`src/design/note_on_off_pairing_table_defines.svh`:
```
// Assertion macros shared by the note pairing table RTL.
`ifndef NOTE_ON_OFF_PAIRING_TABLE_DEFINES_SVH
`define NOTE_ON_OFF_PAIRING_TABLE_DEFINES_SVH
`ifndef SYNTHESIS
// Same-cycle implication, disabled while reset is high.
`define NTPT_ASSERT_IMP(label, clk, rst, ante, cons) \
   label: assert property (@(posedge clk) disable iff (rst) (ante) |-> (cons)) \
      else $error("ntpt assertion failed");
// Next-cycle implication, disabled while reset is high.
`define NTPT_ASSERT_NXT(label, clk, rst, ante, cons) \
   label: assert property (@(posedge clk) disable iff (rst) (ante) |=> (cons)) \
      else $error("ntpt assertion failed");
`else
`define NTPT_ASSERT_IMP(label, clk, rst, ante, cons)
`define NTPT_ASSERT_NXT(label, clk, rst, ante, cons)
`endif
`endif

```
`src/design/ntpt_pkg.sv`:
```
// Types and codes of the note pairing table.
package ntpt_pkg;

   // operation codes
   localparam logic [1:0] OP_INSERT = 2'd0;
   localparam logic [1:0] OP_MATCH  = 2'd1;
   localparam logic [1:0] OP_CLEAR  = 2'd2;
   localparam logic [1:0] OP_DUMP   = 2'd3;

   // status codes
   localparam logic [1:0] STATUS_DONE     = 2'd0;
   localparam logic [1:0] STATUS_NO_MATCH = 2'd1;
   localparam logic [1:0] STATUS_FULL     = 2'd2;
   localparam logic [1:0] STATUS_DUMP     = 2'd3;

   // payload of one table slot (used bit kept apart, it has a reset)
   typedef struct packed {
      logic [3:0]  channel;
      logic [7:0]  note;
      logic [30:0] start_time;
      logic [15:0] tag;
      logic [31:0] order;
   } entry_type;

   // per-cell control from the sequencer
   typedef struct packed {
      logic shift;
      logic clear_all;
      logic load;
      logic release_slot;
   } cell_ctl_type;

   // one result transaction
   typedef struct packed {
      logic [1:0]  status;
      logic        entry_valid;
      logic [15:0] tag;
      logic [30:0] start_time;
      logic [3:0]  channel;
      logic [7:0]  note;
      logic        last;
   } rsp_type;

endpackage

```
`src/design/ntpt_cell.sv`:
```
// One slot of the rotating table: holds an entry and passes it to its neighbor.
module ntpt_cell (
   input  logic                  clock,
   input  logic                  reset,
   input  ntpt_pkg::cell_ctl_type ctl,
   input  ntpt_pkg::entry_type   wr_data,
   input  logic                  shift_used,
   input  ntpt_pkg::entry_type   shift_data,
   output logic                  used_out,
   output ntpt_pkg::entry_type   data_out
);

   logic                used_ff;
   logic                used_in;
   ntpt_pkg::entry_type data_ff;
   ntpt_pkg::entry_type data_in;

   // used bit: clear beats load beats release beats rotation
   always_comb begin
      used_in = used_ff;
      if (ctl.clear_all) begin
         used_in = 1'b0;
      end else if (ctl.load) begin
         used_in = 1'b1;
      end else if (ctl.release_slot) begin
         used_in = 1'b0;
      end else if (ctl.shift) begin
         used_in = shift_used;
      end
   end

   // payload
   always_comb begin
      data_in = data_ff;
      if (ctl.load) begin
         data_in = wr_data;
      end else if (ctl.shift) begin
         data_in = shift_data;
      end
   end

   always_ff @(posedge clock) begin
      if (reset) begin
         used_ff <= 1'b0;
      end else begin
         used_ff <= used_in;
      end
   end

   always_ff @(posedge clock) begin
      data_ff <= data_in;
   end

   assign used_out = used_ff;
   assign data_out = data_ff;

endmodule

```
`config.mk`:
```
export PLATFORM = sky130hd
export DESIGN_NAME = ntpt_cell
export DESIGN_NICKNAME = d
export VERILOG_FILES = /design/src/design/note_on_off_pairing_table_defines.svh /design/src/design/ntpt_pkg.sv /design/src/design/ntpt_cell.sv
export SDC_FILE = /design/constraint.sdc
export NUM_CORES = 1
export LEC_CHECK = 0
export ABC_AREA = 1
export BUFFER_PORTS_ARGS = -buffer_cell sky130_fd_sc_hd__buf_2
export CORE_MARGIN = 3
export CORE_UTILIZATION = 36
export CTS_BUF_LIST = sky130_fd_sc_hd__clkbuf_8
export CTS_CLUSTER_DIAMETER = 100
export DETAILED_ROUTE_END_ITERATION = 10
export HOLD_SLACK_MARGIN = 0.05
export PLACE_DENSITY = 0.75
export SETUP_SLACK_MARGIN = 0.15
export SLEW_MARGIN = 20
export SYNTH_ARGS = -nofsm -noshare
export SYNTH_HDL_FRONTEND = slang
export SYNTH_SLANG_ARGS = --single-unit
```
`constraint.sdc`:
```
create_clock -name clock -period 2.9 [get_ports clock]
set_input_delay 0.58 -clock clock [delete_from_list [all_inputs] [get_ports clock]]
set_output_delay 0.58 -clock clock [all_outputs]
set_load 0.005 [all_outputs]
```
After elaboration in Yosys (flattened, before gate mapping)
Cells that the tools add are included.
{ "totals": {"reg_bits": 92, "inputBits": 189, "output_inout_bits": 92, "wordCells": 14} }
{ "op_classes": {"n_reduce_logical": 3, "muxes": 5} }
{ "ops": {"columns": ["cell", "count"], "rows": [
  ["2-to-1 mux 91 bit", 2],
  ["2-to-1 mux 1 bit", 3],
  ["nonzero test 3 bit", 1],
  ["nonzero test 2 bit", 1],
  ["OR reduction 2 bit", 1]
]} }

Depth between registers and ports, before layout
Gate-level depths: netlist (run 1).
{ "depth": {"depth_word": 3, "mapped_depth": 5} }

Worst setup path after synthesis (run 1)
No wires, ideal clock.
{ "synth_timing": {"path_kind": "input-to-reg", "start": "in ctl[1] in the netlist's numbering", "end": "reg data_ff (netlist bit data_out[0]), enable pin", "arrival_time_ns": 2.558, "setup_time_ns": 0.454, "required_time_ns": 2.446, "n_path_buf": 0, "slack_ns": -0.112, "path_stages": 2, "cell_sequence": "inv_2 > nand2_1"} }
{ "synth_between": {"elab_chain_len": 1} }
{ "synth_rtl": {"columns": ["item", "line_no", "text"], "rows": [
  ["from (decl)", "ntpt_cell.sv:5", "input ntpt_pkg::cell_ctl_type ctl,"],
  ["nonzero test 2 bit (no line)", null, null],
  ["to (signal assigned)", "ntpt_cell.sv:51", "data_ff <= data_in;"],
  ["to (decl)", "ntpt_cell.sv:15", "ntpt_pkg::entry_type data_ff;"]
]} }
No other way between the ends.
A chain may end at the register's enable or synchronous reset.

==> results of run 1 <==
-- worst min path at each step --
stage | endpoint | depth (start not counted) | startpoint
2_1_floorplan | used_out$_SDFFE_PP0P_ | 4 | used_out$_SDFFE_PP0P_
3_3_place_gp | used_out$_SDFFE_PP0P_ | 4 | used_out$_SDFFE_PP0P_
3_5_place_dp | used_out$_SDFFE_PP0P_ | 4 | used_out$_SDFFE_PP0P_
4_1_cts | used_out$_SDFFE_PP0P_ | 3 | reset
5_1_grt | used_out$_SDFFE_PP0P_ | 3 | ctl[2]
6_report | used_out$_SDFFE_PP0P_ | 3 | reset
-- worst register-to-register path, cell delays in order (launching register included) --
cell and delay, ns:
dfxtp_1 0.34, nand2_1 0.06, nor2_1 0.09, nor2_1 0.05, nor2_1 0.07
-- final cells by class --
type / count / area [sq um]
clock buffer: 9 / 123.9
clock inverter: 5 / 46.29
fill: 935 / 4902
inverter: 3 / 11.26
multi-input combinational: 281 / 1066
sequential: 92 / 2753
tap: 136 / 170.2
timing repair buffer: 283 / 1436
-- state kept, by name, indices dropped and copies added (netlist names) --
name      count
data_out     91
used_out      1
-- kinds of logic (layout without fill, tap and decap cells) --
logic type,count (synthesis),after routing,synth area share (%)
buffers and inverters,23,300,3.638
DFF,92,92,69.60
and+or+nand+nor,281,281,26.76
-- cell usage in the layout (no fill, tap or decap), drive strengths merged --
cell / instances
nor2: 3
nand3: 1
clkbuf: 9
buf: 283
nand2: 276
bufinv: 1
dfxtp: 1
inv: 4
edfxtp: 91
or2: 1
clkinv: 3
-- through the flow --
step	setup slack (ns)	utilization, %	instance area [sq um]
6_report	1.352	53.35	5607
5_1_grt	1.256	53.35	5607
4_1_cts	1.363	53.35	5607
3_5_place_dp	1.010	51.73	5436
3_3_place_gp	1.048	51.73	5436
2_1_floorplan	0.7743	-	3958
-- power by group --
group,leakage (uW),switching (uW),internal [uW]
clock network,0.0000912,400,379
registers,0.000945,37.6,1630
logic,0.00197,238,229
-- routing by layer --
metal  up-vias  share of wire [%]  routed length, um
met5         -                  0                  0
met4         0                2.6                276
met3        23                9.3               1002
met2       179                 50               5333
met1      1584                 39               4147
li1       1806                  -                  -
==> results.yml, run 1 <==
pwr:
  p_total_uw: 2911
  vdd_ir_drop_max_mv: 0.2703
  power_density_mw_per_mm2: 519.3
  p_leak_uw: 0.003005
placed_design:
  post-dp-hpwl_um: 8300
  place.gp.congestion: 0.9073
  dp.cells: 795
  io_buffers: 280
global_route:
  grt.total_usage_pct: 17.06
  grt_pass1_vias: 3582
  grt_max_degree: 93
  grt_util_met2_pct: 29.85
  antenna_found_initial: 0
  grtUsageMet1_pct: 18.58
  grt-busiest-layer: "met2"
  grt_pass1_wl_um: 17050
  grt-ovfl-total: 0
  grt_use_met3_pct: 6.605
detailed_routing:
  viasPerCell: 4.440
  drtAntennaViolNets: 0
  drc: 0
  first_pass_iters: 4
  drtIter0Drc: 119
  num_vias: 3592
  wl_per_cell_um: 13.30
  totalWireLength_um: 10760
synthesis:
  synthDistinctLibCells: 12
  synth.top_cells.by_count: "276 x nand2_1, 91 x edfxtp_1, 11 x buf_4, 7 x buf_2, 3 x nor2_1"
  async_flop_share_pct: 0
  synth_area_leaders: "edfxtp_1 69%, nand2_1 26%, buf_4 2.1%"
  synth_nets: 585
  syn_avg_cell_area_sq_um: 9.987
  yosysWarnings: 0
  netlist_instances: 396
  ys.flop_type: "edfxtp_1"
  synth_most_common_cell: "nand2_1"
  syn_area_sq_mm: 0.003955
  yosysSeqAreaShare_pct: 69.60
  yosysTopAreaCellShare_pct: 69.09
  yosys.area.top_type: "edfxtp_1"
  synth_edf_count: 91
  ys_ff_latch: 92
cts:
  post_cts_resized: 0
  root_buffer: "clkbuf_8"
  cts_hold_buf: 0
  cts_buffer_depth: 2
  htreeDepth: 3
  clock_sinks: 92
  cts_buffers: 9
  insertion_delay_ns: 0.33
  clk_pin_slew_ns: 0.08
  cts_setup_buffers: 0
  cts_tree: "done"
setup_path:
  cp_data_arrival_time_ns: 1.75
  crit_fanout: 92
  cp.required_ns: 3.10
  cpMostUsedCell: "nand2_1"
  cp.depth: 5
  path_cells: "buf_2, inv_2, buf_4, nand2_1, nand2_1"
  crit_path_end_kind: "register"
  ff2ff_path_depth: 4
  critical_path_class: "primary input to register"
  critPathLaunch: "ctl[1]"
  startpoint_type: "primary input"
  endpoint: "data_out[74]$_DFFE_PP_"
  critPathBufInv: 3
  slowest_stage: "buf_4"
  cp_top_family: "buffers and inverters"
  slowest_delay_ns: 0.67
  reg2reg_to: "used_out$_SDFFE_PP0P_"
  rrSetupSlack_ns: 2.23
  crit-reg2reg-launch: "used_out$_SDFFE_PP0P_"
status:
  outcome: "finished, final reports clean"
cells_and_area:
  final_cells: 809
  final_layout_size_suffix_gt1_share_pct: 44.13
  layout.nets: 859
  diodes: 0
  syn_to_final_growth_pct: 41.76
timing:
  fin_crit_sh_pct: 53.37
  fin_skew_ns: 0
  setup_viol: 0
  maxSlewViolCount: 0
  max-slew-margin-rel_pct: 41.17
  hold_slack_ns: 0.4764
  setup-tns-final_ns: 0
  worst_slew_pin_slew_ns: 0.8825
  max_freq_mhz: 646.1
  period_needed_ns: 1.548
  final-hold-violation-count: 0
  rsz0062_at_grt: "no"
floorplan:
  coreArea_sq_mm: 0.01051
  start_util_pct: 37.64
  fp.dieH_um: 110.8
  num_rows: 37
  ios: 281
  die_area_sq_mm: 0.01228
  die_w_um: 110.8
run:
  cap_violations: 0
worst_hold_path:
  hp-class: "primary input to register"
Note: power is estimated with default switching activity, not from simulation.
==> inputs of run 2 (changes only) <==
PLACE_DENSITY = 0.72   (was 0.75)
clock period = 1.5 ns   (was 2.9 ns; I/O delays follow)
==> run 2 against run 1 <==
Worst setup slack worse by 1.0 ns. Power up 87%. Non-clock buffer count up 5. First-iteration DRC count down 12%. Clock skew unchanged. Critical endpoint is now data_out[0]. Largest power group unchanged. Highest routed layer unchanged.
==> results.yml, run 2 (synthesis gave the netlist of run 1 again) <==
setup_path:
  crit-reg2reg-launch: "used_out$_SDFFE_PP0P_"
  critPathBufInv: 1
  path_cells: "buf_2"
  slowest_stage: "edfxtp_1"
  cp_top_family: "flip-flops"
  rrSetupSlack_ns: 0.84
  cp.depth: 1
  startpoint_type: "register"
  crit_path_end_kind: "primary output"
  cp_data_arrival_time_ns: 0.89
  ff2ff_path_depth: 4
  crit_fanout: 1
  critical_path_class: "register to primary output"
  reg2reg_to: "used_out$_SDFFE_PP0P_"
  slowest_delay_ns: 0.40
  cp.required_ns: 1.20
timing:
  max_freq_mhz: 839.3
  setup-tns-final_ns: 0
  final-hold-violation-count: 0
  period_needed_ns: 1.192
  max-slew-margin-rel_pct: 71.92
  setup_viol: 0
  maxSlewViolCount: 0
  fin_skew_ns: 0
  rsz0062_at_grt: "no"
  fin_crit_sh_pct: 79.43
  timing.final.ws_setup_ns: 0.3085
  worst_slew_pin_slew_ns: 0.4212
cells_and_area:
  layout_commonest_cell: "buf_2"
  layout_common_cells: "280 x buf_2, 275 x nand2_1, 91 x edfxtp_1, 9 x clkbuf_8, 6 x inv_1"
  seq_area_sq_mm: 0.002753
  utilization_pct: 53.97
  final_layout_size_suffix_gt1_share_pct: 44.31
  layout.nets: 864
  multi_input_area_sq_mm: 0.001075
  diodes: 0
  largest_register_ffs: 91
  syn_to_final_growth_pct: 43.40
  nFillCells: 927
pwr:
  vdd_ir_drop_max_mv: 0.4645
  swShare_pct: 23.49
  seqPwrFrac_pct: 59.2
  power_frac_clock_pct: 23.8
  intPower_uw: 4163
  p_leak_uw: 0.003039
  power_density_mw_per_mm2: 959.4
  power.switching_uw: 1278
  comb_power_share_pct: 17.0
worst_hold_path:
  whs_endpoint: "used_out$_SDFFE_PP0P_"
  whs_path_depth: 3
  hp-class: "primary input to register"
  hp-start: "ctl[2]"
floorplan:
  ios: 281
  coreArea_sq_mm: 0.01051
  start_util_pct: 37.64
  die_w_um: 110.8
  die_area_sq_mm: 0.01228
  num_rows: 37
  fp.dieH_um: 110.8
cts:
  post_cts_resized: 0
  clk_pin_slew_ns: 0.08
  insertion_delay_ns: 0.34
  clock_sinks: 92
  cts_setup_buffers: 0
  root_buffer: "clkbuf_8"
  cts_hold_buf: 0
  cts_buffer_depth: 2
  cts_buffers: 9
  htreeDepth: 3
  cts_tree: "done"
placed_design:
  io_buffers: 280
  dp_slack_ns: 0.2521
  post-dp-hpwl_um: 8512
  place.gp.congestion: 0.8617
global_route:
  antenna_found_initial: 0
  grt_max_degree: 48
  grt-ovfl-total: 0
  grt_pass1_vias: 3491
  grt_pass1_wl_um: 16440
  grt.total_usage_pct: 16.69
detailed_routing:
  viasPerCell: 4.440
  num_vias: 3610
  drtAntennaViolNets: 0
  wl_per_cell_um: 13.13
  drc: 0
  drtIter0Drc: 105
  first_pass_iters: 4
  totalWireLength_um: 10680
run:
  cap_violations: 0
status:
  outcome: "finished, final reports clean"
run 2: how the worst max path moves through the flow:
stage	start	end
5_1_grt	data_out[69]$_DFFE_PP_	data_out[69]
4_1_cts	data_out[0]$_DFFE_PP_	data_out[0]
3_3_place_gp	ctl[1]	data_out[7]$_DFFE_PP_
2_1_floorplan	ctl[3]	data_out[0]$_DFFE_PP_
6_report	data_out[0]$_DFFE_PP_	data_out[0]
3_5_place_dp	ctl[1]	data_out[10]$_DFFE_PP_
run 2: routing by layer:
metal / GRT usage (%) / routed length, um / vias up
met5: 0 / 0 / -
met4: 6.076 / 219 / 0
met3: 6.114 / 972 / 18
met2: 30.14 / 5592 / 182
met1: 17.78 / 3891 / 1593
li1: - / - / 1817
run 2: cell type report:
class / instances / share of cell area, %
Tap cell: 136 / 3.000
Clock inverter: 4 / 0.2647
Sequential cell: 92 / 48.53
Clock buffer: 9 / 2.184
Timing Repair Buffer: 288 / 26.87
Multi-Input combinational cell: 281 / 18.95
Inverter: 3 / 0.1985
run 2: power groups by stage:
stage / registers, uW / clock network [uW] / logic [uW]
2_1_floorplan: 3320 / 0 / 288
3_3_place_gp: 3280 / 0 / 924
3_5_place_dp: 3280 / 0 / 945
4_1_cts: 3230 / 1340 / 946
5_1_grt: 3250 / 1450 / 1040
6_report: 3220 / 1290 / 926
run 2: worst register-to-register path, delay by kind of cell (launching register included):
kind	cells	cell delay, ns
simple gates	4	0.26
flops	1	0.34
run 2: stage by stage:
step                cell area, sq um  hold WS [ns]  std cells  total power, uW
detailed placement              5533        0.5458        800             4228
floorplan                       3971        0.4572        396             3606
CTS                             5672        0.1677        813             5513
global route                    5672        0.1852        813             5739
global placement                5533        0.5369        800             4200
finish                          5672        0.1927        813             5441
